## src/rtl/fpa_pkg.sv

```systemverilog
// ----------------------------------------------------------------------------
// fpa_pkg: shared types and helpers for the fixed-point ALU
// Opcodes, the per-stage side payload and the saturation helper.
// ----------------------------------------------------------------------------
`default_nettype none

package fpa_pkg;

  localparam int FracBitsDef = 8;
  localparam int WordW       = 32;

  typedef enum logic [3:0] {
    OP_ADD      = 4'd0,
    OP_SUB      = 4'd1,
    OP_MUL      = 4'd2,
    OP_DIV      = 4'd3,
    OP_MIN      = 4'd4,
    OP_MAX      = 4'd5,
    OP_INC      = 4'd6,
    OP_DEC      = 4'd7,
    OP_TO_INT   = 4'd8,
    OP_FROM_INT = 4'd9
  } op_t;

  // payload that rides alongside the divider chain
  typedef struct packed {
    logic [3:0]  op;
    logic        gt;
    logic        lt;
    logic        eq;
    logic [31:0] res;   // result of the non-multiply ops (also the divide-by-zero result)
    logic [63:0] prod;  // |a| * |b|
    logic        neg;   // sign of product or quotient
    logic        bz;    // divisor is zero
  } side_t;

  // {ovf, value}: clamp a sign and magnitude into the signed 32-bit range
  function automatic logic [32:0] sat32(input logic neg, input logic [64:0] mag);
    logic [32:0] r;
    if (!neg) begin
      if (mag > 65'h0_7FFF_FFFF) r = {1'b1, 32'h7FFF_FFFF};
      else                       r = {1'b0, mag[31:0]};
    end else begin
      if (mag > 65'h0_8000_0000) r = {1'b1, 32'h8000_0000};
      else                       r = {1'b0, 32'h0 - mag[31:0]};
    end
    return r;
  endfunction

endpackage

`default_nettype wire

```

## src/rtl/fpa_prep.sv

```systemverilog
// ----------------------------------------------------------------------------
// fpa_prep: front-end decode
// Compare flags, direct op results, magnitude product and divider operands.
// ----------------------------------------------------------------------------
`default_nettype none

module fpa_prep import fpa_pkg::*; #(
  parameter int FRAC_BITS = FracBitsDef,
  parameter int DW        = 33 + FRAC_BITS
) (
  input  wire logic [3:0]    op_i,
  input  wire logic [31:0]   a_i,
  input  wire logic [31:0]   b_i,
  output side_t              side_o,
  output logic      [DW-1:0] dvd_o,
  output logic      [31:0]   den_o
);

  logic        an, bn;
  logic [31:0] amag, bmag;
  logic        gt, lt;

  always_comb begin
    an   = a_i[31];
    bn   = b_i[31];
    amag = an ? (32'h0 - a_i) : a_i;
    bmag = bn ? (32'h0 - b_i) : b_i;
    gt   = ($signed(a_i) > $signed(b_i));
    lt   = ($signed(a_i) < $signed(b_i));

    side_o.op   = op_i;
    side_o.gt   = gt;
    side_o.lt   = lt;
    side_o.eq   = (a_i == b_i);
    side_o.prod = {32'h0, amag} * {32'h0, bmag};
    side_o.neg  = an ^ bn;
    side_o.bz   = (b_i == 32'h0);

    case (op_t'(op_i))
      OP_ADD:      side_o.res = a_i + b_i;
      OP_SUB:      side_o.res = a_i - b_i;
      OP_MIN:      side_o.res = lt ? a_i : b_i;
      OP_MAX:      side_o.res = gt ? a_i : b_i;
      OP_INC:      side_o.res = a_i + 32'h1;
      OP_DEC:      side_o.res = a_i - 32'h1;
      OP_TO_INT:   side_o.res = 32'($signed(a_i) >>> FRAC_BITS);
      OP_FROM_INT: side_o.res = a_i << FRAC_BITS;
      OP_DIV:      side_o.res = an ? 32'h8000_0000 : 32'h7FFF_FFFF;
      default:     side_o.res = 32'h0;
    endcase

    // 2*|a|*2^F so the chain yields one extra quotient bit for rounding
    dvd_o = {amag, {FRAC_BITS{1'b0}}, 1'b0};
    den_o = bmag;
  end

endmodule

`default_nettype wire

```

## config.mk

```make
export PLATFORM = sky130hd
export DESIGN_NAME = fpa_prep
export DESIGN_NICKNAME = d
export VERILOG_FILES = /design/src/rtl/fpa_pkg.sv /design/src/rtl/fpa_prep.sv
export SDC_FILE = /design/constraint.sdc
export NUM_CORES = 2
export LEC_CHECK = 0
export BUFFER_PORTS_ARGS = -buffer_cell sky130_fd_sc_hd__buf_4
export CORE_MARGIN = 2
export CORE_UTILIZATION = 55
export DETAILED_ROUTE_END_ITERATION = 6
export PLACE_DENSITY = 0.73
export SETUP_SLACK_MARGIN = 0.2
export SYNTH_ARGS = -nofsm -noshare
export SYNTH_HDL_FRONTEND = slang
export SYNTH_SLANG_ARGS = --single-unit
export TNS_END_PERCENT = 10
```

## constraint.sdc

```tcl
create_clock -name vclk -period 29.3
set_input_delay 2.93 -clock vclk [all_inputs]
set_output_delay 2.93 -clock vclk [all_outputs]
set_load 0.01 [all_outputs]
```

After elaboration in Yosys (flattened, before gate mapping)

Index checks and enable logic that the tools add are counted.

Add/sub/neg operators: 6
Multiply operators: 1
$lt $le $gt $ge: 2
Eq/ne operators: 9
Mux-type cells: 6
Bitwise operators: 1
Reductions and logical operators: 2

Operators by type and width:

| kind                                                                  | count |
|---|---|
| 32-bit one-hot mux with 9 select lines                                | 1 |
| 32-bit two-way mux                                                    | 5 |
| 32-bit by 32-bit multiplier with 64-bit output                        | 1 |
| 1-bit by 32-bit subtractor with 32-bit output, first input constant   | 2 |
| 32-bit by 1-bit adder with 32-bit output, second input constant       | 1 |
| 32-bit adder                                                          | 1 |
| 32-bit equality test                                                  | 1 |
| 32-bit greater-than comparator                                        | 1 |
| 32-bit logical NOT                                                    | 1 |
| 32-bit less-than comparator                                           | 1 |
| 32-bit by 1-bit subtractor with 32-bit output, second input constant  | 1 |
| 32-bit subtractor                                                     | 1 |
| 4-bit by 3-bit equality test with 1-bit output, second input constant | 4 |
| 4-bit equality test, second input constant                            | 2 |
| 4-bit by 1-bit equality test with 1-bit output, second input constant | 1 |
| 4-bit by 2-bit equality test with 1-bit output, second input constant | 1 |
| 4-bit logical NOT                                                     | 1 |
| 1-bit bitwise XOR                                                     | 1 |

Flip-flop bits (word level): 0
Input bits: 68
Output and inout bits: 178
Word-level logic and storage cells: 27

Longest topological paths before layout

Depth in word-level cells: 3
Gate-level depth with buffers: 41

Worst setup path after synthesis

Ideal clock, no wire load.

Path kind: in2out
Start: input b_i[0]
End: output side_o[65] in the netlist's numbering
Arrival time: 12234 ps
Required time: 26370 ps
Slack: 14136 ps
Stages on the path: 36
Cells stage by stage: inv_1 clkbuf_1 ha_1 nor3b_1 nand4_1 nand2b_1 or3_1 clkbuf_1 or2_2 nor3_1 nand2_1 nand2_1 xnor2_1 clkbuf_1 nor2_1 fa_1 inv_1 fa_1 inv_1 fa_1 fa_1 fa_1 fa_1 fa_1 fa_1 ha_1 a21o_1 a21o_1 a21oi_1 o21ai_0 a41oi_1 o31ai_1 and4_1 o21ai_0 nor2_1 a211oi_1

RTL lines:

| element            | line           | RTL |
|---|---|---|
| start: declaration | fpa_prep.sv:13 | `input wire logic [31:0] b_i,` |
| end: declaration   | fpa_prep.sv:14 | `output side_t side_o,` |

==> summary.txt <==
Critical path
  – Timing endpoint of the critical path: side_o[64]
  – Worst endpoint required time: 26,370 ps
  – Sort of element at the start of the critical path: primary input
  – Instance count on the critical path: 35
  – WP buf/inv: 6
  – Largest fanout of any net on the critical path: 26
  – CP dominant cell by count: sky130_fd_sc_hd__fa_1
  – Crit path largest cell delay: 800 ps
  – Crit path capture type: output pin
  – Slowest CP cell: sky130_fd_sc_hd__nor4_1
  – Origin of the worst setup path: b_i[0]
  – Worst path arrival time: 15,020 ps
  – Kind of cell adding the most delay to the critical path: adder cells
  – Crit Path Class: primary input to output pin

STA
  – Setup repair after global routing missed its margin: no
  – Final min period: around 18,000 ps
  – Highest attainable clock frequency: 0.05571 GHz
  – Number of endpoints with negative hold slack in the final report: 0
  – Total setup violations reported at the end of the flow: 0
  – Sum of negative setup slack: 0 ps
  – Final-report max-slew violation count: 0
  – Worst slew margin: about a fifth
  – Final period utilization: 61.26%
  – Worst-margin pin slew: around 1200 ps

Synth
  – Mux share of post-synthesis cell area: 0.08181%
  – Cell area after synthesis: 38,230 µm²
  – Per-instance average area after synthesis: 8.267 µm²
  – Number of library cell types mapped by synthesis: 79
  – Syn Inst Count: 4,625
  – XOR/XNOR Fraction of Synth Area: 4.781%
  – Share of Yosys cell area claimed by the top area cell type: 47.02%
  – Largest area contributor in the netlist: sky130_fd_sc_hd__fa_1
  – Main combinational cell family by area after synthesis: adder cells
  – Sequential element share of the synthesized area: 0%
  – Compound-Gate Fraction of Synth Area: 9.353%
  – Syn. warnings: 0
  – Fraction of the mapped netlist area in simple logic gates: 15.44%
  – Synthesized-area fraction occupied by adder cells: 57.82%
  – Largest cells by area after synthesis: sky130_fd_sc_hd__fa_1, sky130_fd_sc_hd__ha_1, sky130_fd_sc_hd__inv_1, sky130_fd_sc_hd__nand2_1, sky130_fd_sc_hd__nor2_1

Route
  – Routed WL: 128,800 µm
  – Residual antenna-violating net count after detailed routing: 0
  – Average routed wire per standard cell: about 23 µm
  – Via/cell ratio: 5.890
  – First DRT Iteration DRCs: 3,092
  – DRC errors left: 1
  – Number of detailed-routing iterations run before antenna repair: 7
  – Vias post-DR: 33,220

Placed design
  – Post-DP HPWL: 103,300 µm
  – Port Buffers: 237
  – Global placer's final weighted congestion: 0.9899

Final layout
  – Net total in the final layout: 6,003
  – Combined flip-flop and latch cell area: 0 µm²
  – Total area of multi-input combinational cells: 33,800 µm²
  – Area delta synth->final: 7.488%
  – Total number of sequential cells: 0
  – Fraction of layout cells with a size suffix above 1: between 8 and 9%
  – Count of clock buffers in the final design: 0
  – Number of fillers in the final layout: 6,303

Die
  – Number of top-level pins: around 250
  – Die span in y: 267.7 µm
  – Starting utilization of the core area: approximately 56%
  – Full die area: 71,640 µm²
  – Area of the core: 68,710 µm²
  – Cell Rows: 96
  – X dimension of the die: 267.7 µm

Clocking
  – Buffer count from post-CTS setup fixing: 0
  – # hold bufs at CTS: 0
  – Post_cts resized: 0

GRT
  – Largest net degree at the start of global routing: 34
  – Global router's overall resource usage: about 37%
  – Via count of the first global-routing pass: 34,940
  – Number of antenna violations at the first check in global routing: 2
  – GRT Residual Overflow: 0
  – Wire length of the first global-routing pass: ~200,000 µm

Worst hold path
  – Worst Hold Class: primary input to output pin

Status
  – Run status: finished, violations left
  – Failing checks: design-rule violations

Job
  – Reported max-cap violation count: 0
area by class of cell:
type | count | share of cell area [%]
antenna | 4 | 0.02436
tap | 931 | 2.835
timing repair buffer | 317 | 5.791
inverter | 995 | 9.097
multi-input combinational | 3393 | 82.25
per-stage QoR:
step / setup slack, ps / hold WS (ps) / instances / area, µm² / utilization (%)
after floorplan: 14140 / 5913 / 4633 / 38260 / -
after global placement: 11810 / 6115 / 5636 / 41090 / 59.80
after detailed placement: 11660 / 6118 / 5636 / 41090 / 59.80
after CTS: 11610 / 6118 / 5636 / 41090 / 59.80
after global routing: 10880 / 6132 / 5636 / 41090 / 59.80
final: 11350 / 6119 / 5640 / 41100 / 59.81
routing by layer:
metal / share of wire, % / GRT usage [%]
met5: 0.012 / 0
met4: 6.8 / 20.38
met3: 11 / 8.165
met2: 47 / 60.72
met1: 36 / 45.72
cells in the final DEF (no fill, tap or decap), drive strengths merged, types with 19 or more instances in the layout:
master,instances
a21oi,124
and2,39
fa,898
xnor2,129
ha,330
buf,317
o21ai,133
a31oi,21
nand3,37
nand2b,22
inv,975
a221oi,28
a21o,65
o21bai,19
nor3,20
or3,21
nand2,591
a221o,27
clkinv,20
xor2,78
nor2,581
nand4,24
worst min path at each step:
stage / from / end / slack, ps / depth (start not counted)
floorplan: b_i[30] / side_o[0] / 5910 / 1
global placement: op_i[1] / side_o[102] / 6120 / 2
detailed placement: op_i[1] / side_o[102] / 6120 / 2
CTS: op_i[1] / side_o[102] / 6120 / 2
global route: op_i[1] / side_o[102] / 6130 / 2
finish: op_i[1] / side_o[102] / 6120 / 2
cells in the mapped netlist (9+ instances only):
library cell,count
sky130_fd_sc_hd__o21ai_0,133
sky130_fd_sc_hd__a221oi_1,28
sky130_fd_sc_hd__nand4_1,24
sky130_fd_sc_hd__o31ai_1,9
sky130_fd_sc_hd__xnor2_1,128
sky130_fd_sc_hd__clkbuf_1,210
sky130_fd_sc_hd__nor2_1,572
sky130_fd_sc_hd__nor2b_1,18
sky130_fd_sc_hd__a31oi_1,21
sky130_fd_sc_hd__fa_1,898
sky130_fd_sc_hd__o211ai_1,15
sky130_fd_sc_hd__and2_1,39
sky130_fd_sc_hd__inv_1,970
sky130_fd_sc_hd__xor2_1,77
sky130_fd_sc_hd__nor4_1,9
sky130_fd_sc_hd__a21o_1,65
sky130_fd_sc_hd__nand2_1,589
sky130_fd_sc_hd__and3_1,18
sky130_fd_sc_hd__or3_1,17
sky130_fd_sc_hd__a221o_1,27
sky130_fd_sc_hd__ha_1,330
sky130_fd_sc_hd__o221ai_1,12
sky130_fd_sc_hd__nor2_2,9
sky130_fd_sc_hd__nor3_1,20
sky130_fd_sc_hd__a21boi_0,9
sky130_fd_sc_hd__clkinv_1,19
sky130_fd_sc_hd__buf_4,17
sky130_fd_sc_hd__nand3_1,37
sky130_fd_sc_hd__o21a_1,12
sky130_fd_sc_hd__o21bai_1,19
sky130_fd_sc_hd__a21oi_1,124
sky130_fd_sc_hd__nand2b_1,22
cells by family (layout without fill, tap and decap cells):
group           after synthesis  count (layout)
simple gates               1408            1408
compound gates              538             538
fa+ha+maj                  1228            1228
mux                           3               3
xor+xnor                    207             207
other cells                   1              13
buf+inv                    1240            1312
