**src/rtl/fpa_pkg.sv**
```systemverilog
// ----------------------------------------------------------------------------
// fpa_pkg: shared types and helpers for the fixed-point ALU
// Opcodes, the per-stage side payload and the saturation helper.
// ----------------------------------------------------------------------------
`default_nettype none

package fpa_pkg;

  localparam int FracBitsDef = 8;
  localparam int WordW       = 32;

  typedef enum logic [3:0] {
    OP_ADD      = 4'd0,
    OP_SUB      = 4'd1,
    OP_MUL      = 4'd2,
    OP_DIV      = 4'd3,
    OP_MIN      = 4'd4,
    OP_MAX      = 4'd5,
    OP_INC      = 4'd6,
    OP_DEC      = 4'd7,
    OP_TO_INT   = 4'd8,
    OP_FROM_INT = 4'd9
  } op_t;

  // payload that rides alongside the divider chain
  typedef struct packed {
    logic [3:0]  op;
    logic        gt;
    logic        lt;
    logic        eq;
    logic [31:0] res;   // result of the non-multiply ops (also the divide-by-zero result)
    logic [63:0] prod;  // |a| * |b|
    logic        neg;   // sign of product or quotient
    logic        bz;    // divisor is zero
  } side_t;

  // {ovf, value}: clamp a sign and magnitude into the signed 32-bit range
  function automatic logic [32:0] sat32(input logic neg, input logic [64:0] mag);
    logic [32:0] r;
    if (!neg) begin
      if (mag > 65'h0_7FFF_FFFF) r = {1'b1, 32'h7FFF_FFFF};
      else                       r = {1'b0, mag[31:0]};
    end else begin
      if (mag > 65'h0_8000_0000) r = {1'b1, 32'h8000_0000};
      else                       r = {1'b0, 32'h0 - mag[31:0]};
    end
    return r;
  endfunction

endpackage

`default_nettype wire

```
**src/rtl/fpa_div_cell.sv**
```systemverilog
// ----------------------------------------------------------------------------
// fpa_div_cell: one restoring-division step
// Brings down one dividend bit, trial-subtracts the divisor, registers.
// ----------------------------------------------------------------------------
`default_nettype none

module fpa_div_cell import fpa_pkg::*; #(
  parameter int DW = 41
) (
  input  wire logic          clk,
  input  wire logic          en,
  input  wire logic [31:0]   den_i,
  input  wire logic [31:0]   rem_i,
  input  wire logic [DW-1:0] dvd_i,
  input  wire logic [DW-1:0] quo_i,
  output logic      [31:0]   den_o,
  output logic      [31:0]   rem_o,
  output logic      [DW-1:0] dvd_o,
  output logic      [DW-1:0] quo_o
);

  logic [32:0]   trial;
  logic [32:0]   diff;
  logic          ge;
  logic [31:0]   rem_nxt;

  always_comb begin
    trial   = {rem_i, dvd_i[DW-1]};
    diff    = trial - {1'b0, den_i};
    ge      = (trial >= {1'b0, den_i});
    rem_nxt = ge ? diff[31:0] : trial[31:0];
  end

  always_ff @(posedge clk) begin
    if (en) begin
      den_o <= den_i;
      rem_o <= rem_nxt;
      dvd_o <= {dvd_i[DW-2:0], 1'b0};
      quo_o <= {quo_i[DW-2:0], ge};
    end
  end

endmodule

`default_nettype wire

```
**config.mk**
```make
export PLATFORM = sky130hd
export DESIGN_NAME = fpa_div_cell
export DESIGN_NICKNAME = d
export VERILOG_FILES = /design/src/rtl/fpa_pkg.sv /design/src/rtl/fpa_div_cell.sv
export SDC_FILE = /design/constraint.sdc
export NUM_CORES = 1
export LEC_CHECK = 0
export BUFFER_PORTS_ARGS = -buffer_cell sky130_fd_sc_hd__buf_2
export CORE_ASPECT_RATIO = 0.5
export CORE_MARGIN = 5
export CORE_UTILIZATION = 48
export DETAILED_ROUTE_END_ITERATION = 10
export PLACE_DENSITY = 0.82
export SYNTH_ARGS = -nofsm -noshare
export SYNTH_HDL_FRONTEND = slang
export SYNTH_SLANG_ARGS = --single-unit
```
**constraint.sdc**
```tcl
create_clock -name clk -period 3.4 [get_ports clk]
set_input_delay 0.68 -clock clk [delete_from_list [all_inputs] [get_ports clk]]
set_output_delay 0.68 -clock clk [all_outputs]
set_load 0.01 [all_outputs]
```
After elaboration in Yosys (flattened, before gate mapping). Index checks and enable logic that the tools add are counted. Widths: inputs -> output; s select.

Register bits after elaboration: 145. Bits of input ports: 148.

$add $sub $neg: 1. $lt $le $gt $ge: 1. Mux-type cells: 1.

Operators with widths (count): $ge 33x32->1 (1); $mux 32 (1); $sub 32x32->32 (1).

Longest topological paths before layout. Gate-level depths: netlist of run 1.

Depth in word-level cells: 2. Depth in mapped cells: 13. Depth with buffers taken out: 11.

Least setup slack after synthesis of run 1. Ideal clock, no wire load.

Kind: input-to-reg. Start point: in den_i[23]. End point: reg rem_o[14] (data pin). Library setup time: 260 ps. Data arrival time: 2788 ps. Path slack: 352 ps. Stages: 11. Cell sequence: inv_1 > ha_1 > buf_6 > and3_1 > o21a_1 > a311oi_2 > o21ai_1 > or3b_1 > o21a_1 > buf_6 > mux2_4.

Longest elaborated chain between the ends: 2.

Ends and longest elaborated chain: from (decl) (line fpa_div_cell.sv:12) `input wire logic [31:0] den_i,`; $ge 33x32->1 (line fpa_div_cell.sv:30) `ge = (trial >= {1'b0, den_i});`; $mux 32 (line fpa_div_cell.sv:31) `rem_nxt = ge ? diff[31:0] : trial[31:0];`; named net rem_nxt[14] (line fpa_div_cell.sv:25) `logic [31:0] rem_nxt;`; to (signal assigned) (line fpa_div_cell.sv:37) `rem_o <= rem_nxt;`; to (decl) (line fpa_div_cell.sv:17) `output logic [31:0] rem_o,`.

The timed path passes the listed nets, and every way through them passes these cells. A chain may end at the register's enable or synchronous reset.

Worst setup path after layout of run 1.
Start point: in den_i[0]. End point: reg rem_o[24] (data pin).

Longest elaborated chain between the ends: 2.

Ends and longest elaborated chain (line): $sub 32x32->32 or $ge 33x32->1 (tied branches) (fpa_div_cell.sv:29, fpa_div_cell.sv:30); $mux 32 * (fpa_div_cell.sv:31); named net rem_nxt[24] (fpa_div_cell.sv:25).

Mark *: on every way through the listed nets, which the timed path passes. The rest lies on a longest branch.

==> results of run 1 <==
-- synthesized netlist by cell type, drive strengths merged, types with 2 or more instances --
cell     count
inv         46
o31ai        7
or3          2
a31o         2
a31oi        2
o21bai       5
nor2b        2
buf         12
edfxtp     145
xor2        10
a2111oi      4
a21o         8
o211ai       2
nand2b       7
nand4        8
nand3        8
clkbuf       6
a21oi       55
o21ai       21
nand2       24
ha          32
nor4b        2
xnor2       16
o21a         6
and3         2
mux2i        2
or2          2
nor2        37
a211oi       3
nand4b       2
and2         3
mux2         8
nor3         3
-- sequential cells by signal, indices dropped and copies added, names as in the netlist --
| signal | count |
|---|---|
| dvd_o | 40 |
| den_o | 32 |
| rem_o | 32 |
| quo_o | 41 |
-- routing by layer --
metal / up-vias / GRT usage, % / share of wire [%]
met5: - / 0 / 0.039
met4: 2 / 4.89 / 1.5
met3: 28 / 5.61 / 7.6
met2: 214 / 37.9 / 52
met1: 2441 / 24.9 / 39
li1: 2494 / - / -
-- where the power goes --
part           switching [µW]  internal (µW)  total, µW  leakage [µW]
Sequential               41.9           2180       2220       0.00142
Clock                     788           1110       1890      0.000284
Combinational             526            418        945       0.00239
-- metrics by stage --
stage / total power (µW) / worst slack, ns / instances
global route: 5270 / 0.148 / 1025
floorplan: 2770 / 0.352 / 506
detailed placement: 3200 / -0.0697 / 994
CTS: 5090 / 0.350 / 1025
finish: 5060 / 0.305 / 1025
global placement: 3170 / 0.0407 / 994
-- cell type report --
class	count	share of cell area, %
clock buffer	17	4.68
tap	192	2.64
timing repair buffer	314	18.4
multi-input combinational	297	22.6
inverter	46	1.90
sequential	145	47.9
clock inverter	14	1.86
-- worst max path at each step --
stage	startpoint	end	cells past startpoint
2_1_floorplan	den_i[23]	rem_o[14]	11
6_report	den_i[0]	rem_o[24]	11
5_1_grt	den_i[0]	rem_o[24]	11
3_5_place_dp	den_i[0]	rem_o[24]	11
4_1_cts	den_i[0]	rem_o[24]	11
3_3_place_gp	den_i[2]	rem_o[23]	13
-- kinds of logic (layout without fill, tap and decap cells) --
family / after synthesis / after routing / synth area share (%)
DFF: 145 / 145 / 65.1
AOI/OAI and AO/OA: 120 / 120 / 10.9
and+or+nand+nor: 107 / 107 / 7.81
buffers and inverters: 64 / 391 / 4.36
adders and majority gates: 33 / 33 / 6.28
xor gates and xnor gates: 26 / 26 / 3.40
muxes: 10 / 10 / 2.09
other: 1 / 1 / 0.0560
==> reports/metrics.cfg, run 1 <==
[power_and_ir_drop]
power.density_nw_per_um2 = 557
p_leak_uw = 0.00409
worst_ir_drop_vdd_uv = 316

[clock_network]
cts.path.max_buffers = 2
cts.repair.resized = 0
cts.root.buffer_cell = sky130_fd_sc_hd__clkbuf_16
cts_sinks = 145
cts.repair_timing.setup_buffer_count = 0
total_cts_buffers = 17
clock_tree.htree_level_count = 4
clk_pin_slew_worst_paths_ns = 0.07
cts_hold_buf = 0
cts_tree = yes

[drt]
drtPass1Iterations = 5
remaining_drc_errors = 0
wl_um = 17900
wl_per_cell_um = 17.5
vias_per_cell = 5.05
routed-via-count = 5179
number_of_drc_markers_in_iteration_0 = 394
antenna_violating_nets_post_route = 0

[sta]
final.min_clock_period_ns = 3.10
rsz0062_at_grt = no
total_negative_setup_slack_ns = 0
tightest_slew_ns = 0.563
final_max_slew_viol_count = 0
period_share_pct = 91.0
hold_viol = 0
timing.max_slew.rel_slack_pct = 62.1
setup_viol_count_final = 0
finalHoldWorstSlack_ns = 0.439
fmax_mhz = 323

[logic_synthesis]
synth_cell_types = 50
synth_warnings = 0
synth_area_um2 = 6690
synth_edf_count = 145
post-synth-top-area-fraction_pct = 65.1
synthesis.nets = 687
synth_ff_type = sky130_fd_sc_hd__edfxtp_1
syn_area_per_cell_um2 = 13.2
synth_async_sr_flop_share_pct = 0
postSynthRegisterBits = 145
synthesis.instances = 506
ys_seq_area_share_pct = 65.1
area_leader_netlist = sky130_fd_sc_hd__edfxtp_1
synth_area_leaders = sky130_fd_sc_hd__edfxtp_1, sky130_fd_sc_hd__ha_1, sky130_fd_sc_hd__a21oi_1

[setup_path]
timing.critical_path.cells = buf_2, ha_1, fa_1, nor2b_1, o2111ai_1, a21oi_1, o31ai_1, a21oi_2, a21oi_1, nand4b_1, mux2_4
data_required_time_of_the_critical_path_ns = 3.56
maximum_single_stage_delay_on_the_critical_path_ns = 0.41
critical_path_fanouts_max = 7
critPathCaptureType = register
worst-endpoint-arrival_ns = 3.25
path_class = in -> reg
timing.critical_path.buf_inv = 1
critical_path.most_common_cell = sky130_fd_sc_hd__a21oi_1
path_delay_family = compound AO/OA/AOI/OAI gates
crit_slowest_cell = sky130_fd_sc_hd__fa_1
start_kind = input port

[finish]
layout.cells.most_common = sky130_fd_sc_hd__buf_2
layout.core_utilization_pct = 66.8
nNetsFinal = 1002
multi_input_comb_area_um2 = 2050
layout-drive-gt1-share_pct = 43.2
layout.area.seq_um2 = 4350
post-route-cell-area_um2 = 9080
mostFrequentLayoutCells = sky130_fd_sc_hd__buf_2, sky130_fd_sc_hd__edfxtp_1, sky130_fd_sc_hd__a21oi_1, sky130_fd_sc_hd__inv_1, sky130_fd_sc_hd__nor2_1
syn2layout_area_growth_pct = 35.7
insertedDiodeCount = 0
fillerInstances = 1041

[worst_hold_path]
hold_path.class = in -> reg
hp-start = dvd_i[11]
min_delay_worst_endpoint = dvd_o[12]
min_path_cells = 1

[place]
finalWeightedCongestion = 0.870
postPlaceCellArea_um2 = 8490
place_hpwl_um = 13900
port_buffers = 291

[floorplan]
die-width_um = 177
initial_core_util_pct = 49.3
placeableCoreArea_um2 = 13600
row_cnt = 30
num_io_pins = 294
dieArea_um2 = 16500
die-height_um = 93.5

[run]
max_cap_violations = 0

[global_routing]
antenna_found_initial = 1
grtUsageTotal_pct = 20.9
grt_overflow = 0
via_count_of_the_first_global_routing_pass = 5094
grt_pass1_wl_um = 27100
grt_max_degree = 61

[outcome]
run_status = finished, final reports clean

(Power assumes the default switching activity.)
==> run 2: changes to the inputs <==
--- a/config.mk
+++ b/config.mk
@@ -11,6 +11,7 @@
 export CORE_UTILIZATION = 48
 export DETAILED_ROUTE_END_ITERATION = 10
 export PLACE_DENSITY = 0.82
+export SETUP_SLACK_MARGIN = 0.5
 export SYNTH_ARGS = -nofsm -noshare
 export SYNTH_HDL_FRONTEND = slang
 export SYNTH_SLANG_ARGS = --single-unit
==> reports/metrics.cfg, run 2 (same netlist as run 1, synthesis figures left out) <==
[clock_network]
cts.path.max_buffers = 2
clock_tree.htree_level_count = 4
clk_pin_slew_worst_paths_ns = 0.07
total_cts_buffers = 17
cts.root.buffer_cell = sky130_fd_sc_hd__clkbuf_16
cts_sinks = 145
cts_hold_buf = 0
cts_tree = yes

[sta]
period_share_pct = 85.8
final.min_clock_period_ns = 2.92
rsz0062_at_grt = yes
setup_viol_count_final = 0
hold_viol = 0
final_max_slew_viol_count = 0
fmax_mhz = 343
worst_slack_ns = 0.481
total_negative_setup_slack_ns = 0
finalHoldWorstSlack_ns = 0.438

[floorplan]
die-height_um = 93.5
initial_core_util_pct = 49.3
placeableCoreArea_um2 = 13600
die-width_um = 177
num_io_pins = 294
dieArea_um2 = 16500
row_cnt = 30

[finish]
mostFrequentLayoutCells = sky130_fd_sc_hd__buf_2, sky130_fd_sc_hd__edfxtp_1, sky130_fd_sc_hd__a21oi_1, sky130_fd_sc_hd__inv_1, sky130_fd_sc_hd__nor2_1
regMostFlops = quo_o
layout.cells.most_common = sky130_fd_sc_hd__buf_2
layout-drive-gt1-share_pct = 46.6
insertedDiodeCount = 0
layout.area.seq_um2 = 4350
syn2layout_area_growth_pct = 37.8
largest_register_ffs = 41
reg_top3 = quo_o: 41 flops, dvd_o: 40 flops
post-route-cell-area_um2 = 9220
multi_input_comb_area_um2 = 2200
nNetsFinal = 1000
fillerInstances = 1016

[run]
max_cap_violations = 0

[place]
port_buffers = 291
postPlaceCellArea_um2 = 8510
place_ws_ns = -0.0102
place_hpwl_um = 13800
finalWeightedCongestion = 0.859

[worst_hold_path]
hold_path.class = in -> reg
min_delay_worst_endpoint = dvd_o[26]
hp-start = dvd_i[25]
min_path_cells = 1

[drt]
remaining_drc_errors = 0
wl_per_cell_um = 17.9
drtPass1Iterations = 4
number_of_drc_markers_in_iteration_0 = 368
routed-via-count = 5174
antenna_violating_nets_post_route = 0
vias_per_cell = 5.05
wl_um = 18400

[global_routing]
grt_overflow = 0
global_route.usage.met1_pct = 24.9
grt.busiest_layer = met2
grtUsageTotal_pct = 21.0
grt_max_degree = 52
grtUsageMet2_pct = 38.6
use_met3_pct = 4.40
via_count_of_the_first_global_routing_pass = 5227
grt_pass1_wl_um = 27300
antenna_found_initial = 0

[setup_path]
critPathCaptureType = register
path_class = in -> reg
data_required_time_of_the_critical_path_ns = 3.56
start_kind = input port
critical_path_fanouts_max = 29
worst-endpoint-arrival_ns = 3.08

[power_and_ir_drop]
p_leak_uw = 0.00408
p_total_uw = 5070
worst_ir_drop_vdd_uv = 347
power.density_nw_per_um2 = 549

[outcome]
run_status = finished, final reports clean

[run 2: cell count changes in the layout (fill, tap and decap cells not counted), moves of 3 or more]
cell	before	now
sky130_fd_sc_hd__a21oi_1	54	48
sky130_fd_sc_hd__a21oi_2	1	7
sky130_fd_sc_hd__ha_1	32	27
sky130_fd_sc_hd__a2111oi_2	0	4
sky130_fd_sc_hd__ha_4	0	4
sky130_fd_sc_hd__a2111oi_0	3	0
sky130_fd_sc_hd__inv_1	46	43
[run 2: routing by layer]
metal	up-vias	share of wire, %
met4	0	2.0
met1	2444	40
met3	34	6.2
met2	196	52
li1	2500	-
met5	-	0
[run 2: where the power goes]
part	internal (µW)	leakage [µW]	switching, µW
logic	434	0.00238	545
registers	2180	0.00142	40.3
clock network	1050	0.000285	821
[run 2: how the worst max path moves through the flow]
stage | from | endpoint | slack, ns
after global routing | den_i[23] | rem_o[20] | 0.43
after detailed placement | den_i[0] | rem_o[30] | -0.01
after floorplan | rem_i[22] | rem_o[14] | 0.45
after global placement | den_i[2] | rem_o[30] | 0.05
after CTS | den_i[2] | rem_o[23] | 0.50
final | den_i[23] | rem_o[20] | 0.48
[run 2: what timing repair did]
action / CTS / global route
buffers inserted: 1 / 4
resized for setup: 3 / 18
pin swaps: 1 / 4
setup endpoints to repair: 2 / 12
[run 2: layout make-up]
cell class / instances / area share, %
flip-flops and latches: 145 / 47.2
multi-input cells: 297 / 23.8
clock inverters: 15 / 1.85
clock buffers: 17 / 4.61
well taps: 192 / 2.60
inverters: 46 / 1.93
repair buffers: 312 / 18.0
[run 2: per-stage QoR]
step | util (%) | cells
finish | 67.9 | 1024
global route | 67.9 | 1024
CTS | 67.1 | 1020
detailed placement | 62.6 | 987
global placement | 62.6 | 987
floorplan | - | 506
[run 2: worst max-delay path: stages]
cell and delay (ns):
sky130_fd_sc_hd__buf_2 0.13, sky130_fd_sc_hd__inv_6 0.04, sky130_fd_sc_hd__ha_4 0.24, sky130_fd_sc_hd__a21o_1 0.17
sky130_fd_sc_hd__o21a_1 0.19, sky130_fd_sc_hd__a311oi_2 0.32, sky130_fd_sc_hd__o21ai_2 0.15, sky130_fd_sc_hd__or3b_1 0.39
sky130_fd_sc_hd__o21a_2 0.26, sky130_fd_sc_hd__buf_12 0.17, sky130_fd_sc_hd__mux2_4 0.31
==> run 3: changes to the inputs <==
--- a/config.mk
+++ b/config.mk
@@ -9,6 +9,7 @@
 export CORE_ASPECT_RATIO = 0.5
 export CORE_MARGIN = 5
 export CORE_UTILIZATION = 48
+export CTS_BUF_LIST = sky130_fd_sc_hd__clkbuf_8
 export DETAILED_ROUTE_END_ITERATION = 10
 export PLACE_DENSITY = 0.82
 export SETUP_SLACK_MARGIN = 0.5
==> reports/metrics.cfg, run 3 (same netlist as run 1, synthesis figures left out) <==
[clock_network]
clock_tree.htree_level_count = 4
cts_tree = yes
cts.path.max_buffers = 2
cts_sinks = 145
clk_pin_slew_worst_paths_ns = 0.10
cts.root.buffer_cell = sky130_fd_sc_hd__clkbuf_8
total_cts_buffers = 17

[sta]
hold_viol = 0
final.min_clock_period_ns = 2.84
period_share_pct = 83.6
rsz0062_at_grt = yes
setup_viol_count_final = 0
worst_slack_ns = 0.557
final_max_slew_viol_count = 0
fmax_mhz = 352

[finish]
insertedDiodeCount = 0
stdcell_count = 1023
layout-drive-gt1-share_pct = 45.4
fillerInstances = 1056
regMostFlops = quo_o
syn2layout_area_growth_pct = 34.3
layout.core_utilization_pct = 66.2
nNetsFinal = 999
reg_top3 = quo_o: 41 flops, dvd_o: 40 flops
layout.area.seq_um2 = 4350
multi_input_comb_area_um2 = 2160
layout.cells.most_common = sky130_fd_sc_hd__buf_2
mostFrequentLayoutCells = sky130_fd_sc_hd__buf_2, sky130_fd_sc_hd__edfxtp_1, sky130_fd_sc_hd__a21oi_1, sky130_fd_sc_hd__inv_1, sky130_fd_sc_hd__nor2_1
largest_register_ffs = 41

[setup_path]
data_required_time_of_the_critical_path_ns = 3.61
critical_path_fanouts_max = 5
worst-endpoint-arrival_ns = 3.05
critPathCaptureType = register
start_kind = input port
path_class = in -> reg

[run]
max_cap_violations = 0

[power_and_ir_drop]
power.density_nw_per_um2 = 509
worst_ir_drop_vdd_uv = 189
sw_frac_of_total_pct = 29.6
p_sw_uw = 1350
share_comb_of_total_power_pct = 21.0
proportion_of_power_drawn_by_flip_flops_and_latches_pct = 48.5
p_leak_uw = 0.00399
p_total_uw = 4570
share_clk_of_total_power_pct = 30.5
p_int_uw = 3220

[worst_hold_path]
hold_path.class = in -> reg
hp-start = dvd_i[25]
min_delay_worst_endpoint = dvd_o[26]
min_path_cells = 1

[place]
port_buffers = 291
place_inst = 987
place_hpwl_um = 13800
place_ws_ns = -0.0102
finalWeightedCongestion = 0.859

[floorplan]
num_io_pins = 294
initial_core_util_pct = 49.3
row_cnt = 30
die-height_um = 93.5
dieArea_um2 = 16500
die-width_um = 177
placeableCoreArea_um2 = 13600

[drt]
wl_um = 18000
antenna_violating_nets_post_route = 0
wl_per_cell_um = 17.6
number_of_drc_markers_in_iteration_0 = 306
drtPass1Iterations = 5
routed-via-count = 5173
vias_per_cell = 5.06
remaining_drc_errors = 0

[global_routing]
grt_pass1_wl_um = 27100
grt_max_degree = 52
grt_overflow = 0
via_count_of_the_first_global_routing_pass = 5192
antenna_found_initial = 0
grtUsageTotal_pct = 21.1

[outcome]
run_status = finished, final reports clean

==> run 3: cell count changes in the layout (fill, tap and decap cells not counted), moves of 2 or more <==
cell | previous run | this run
sky130_fd_sc_hd__clkbuf_16 | 17 | 0
sky130_fd_sc_hd__a21oi_1 | 48 | 51
sky130_fd_sc_hd__a2111oi_2 | 4 | 2
sky130_fd_sc_hd__a21oi_2 | 7 | 4
sky130_fd_sc_hd__a2111oi_1 | 0 | 2
sky130_fd_sc_hd__clkbuf_8 | 0 | 17
==> run 3: area by class of cell <==
class	count	share of cell area [%]
clock inverter	15	1.89
sequential	145	48.4
tap	192	2.67
multi-input combinational	297	24.1
timing repair buffer	311	18.4
clock buffer	17	2.60
inverter	46	1.98
==> run 3: power groups by stage <==
| stage | clock network [µW] | registers, µW | logic (µW) |
|---|---|---|---|
| after CTS | 1410 | 2220 | 948 |
| after floorplan | 0 | 2360 | 428 |
| final | 1400 | 2220 | 961 |
| after global routing | 1520 | 2230 | 1050 |
| after global placement | 0 | 2250 | 917 |
| after detailed placement | 0 | 2260 | 939 |
==> run 3: how the worst max path moves through the flow <==
| stage | cells after the start | to | slack (ns) | startpoint |
|---|---|---|---|---|
| finish | 11 | rem_o[30] | 0.56 | den_i[0] |
| global route | 11 | rem_o[30] | 0.44 | den_i[0] |
| CTS | 11 | rem_o[30] | 0.51 | den_i[0] |
| detailed placement | 11 | rem_o[30] | -0.01 | den_i[0] |
| global placement | 11 | rem_o[30] | 0.05 | den_i[2] |
| floorplan | 10 | rem_o[14] | 0.45 | rem_i[22] |
==> run 3: routing by layer <==
metal  share of wire, %  global-route usage (%)  wire length (µm)  vias up
li1                   -                       -                 -     2498
met1                 40                    24.9              7270     2458
met2                 51                    38.1              9210      183
met3                6.3                    5.13              1130       34
met4                2.1                    6.89               371        0
met5                  0                       0                 0        -
==> run 3: through the flow <==
step	setup TNS, ns	instance area, µm²	hold WS (ns)
after floorplan	0	6800	0.779
after CTS	0	8920	0.368
after global placement	0	8510	0.857
after global routing	0	8990	0.352
after detailed placement	-0.0102	8510	0.858
final	0	8990	0.389
==> run 3: worst max-delay path, cell delays in order <==
cell and delay [ns]:
sky130_fd_sc_hd__buf_2 0.11, sky130_fd_sc_hd__ha_1 0.22, sky130_fd_sc_hd__fa_1 0.41, sky130_fd_sc_hd__nor2b_1 0.25, sky130_fd_sc_hd__o2111ai_2 0.19, sky130_fd_sc_hd__a21oi_2 0.24
sky130_fd_sc_hd__o31ai_2 0.11, sky130_fd_sc_hd__a21oi_2 0.29, sky130_fd_sc_hd__a211oi_1 0.15, sky130_fd_sc_hd__xnor2_1 0.15, sky130_fd_sc_hd__mux2_4 0.26
==> run 3: what timing repair did <==
action                                  4_1_cts  5_1_grt
endpoints found under the setup margin        2       12
pin swaps                                     1        3
hold buffers                                  0        0
gates resized for setup                       0       11
setup buffers                                 1        3
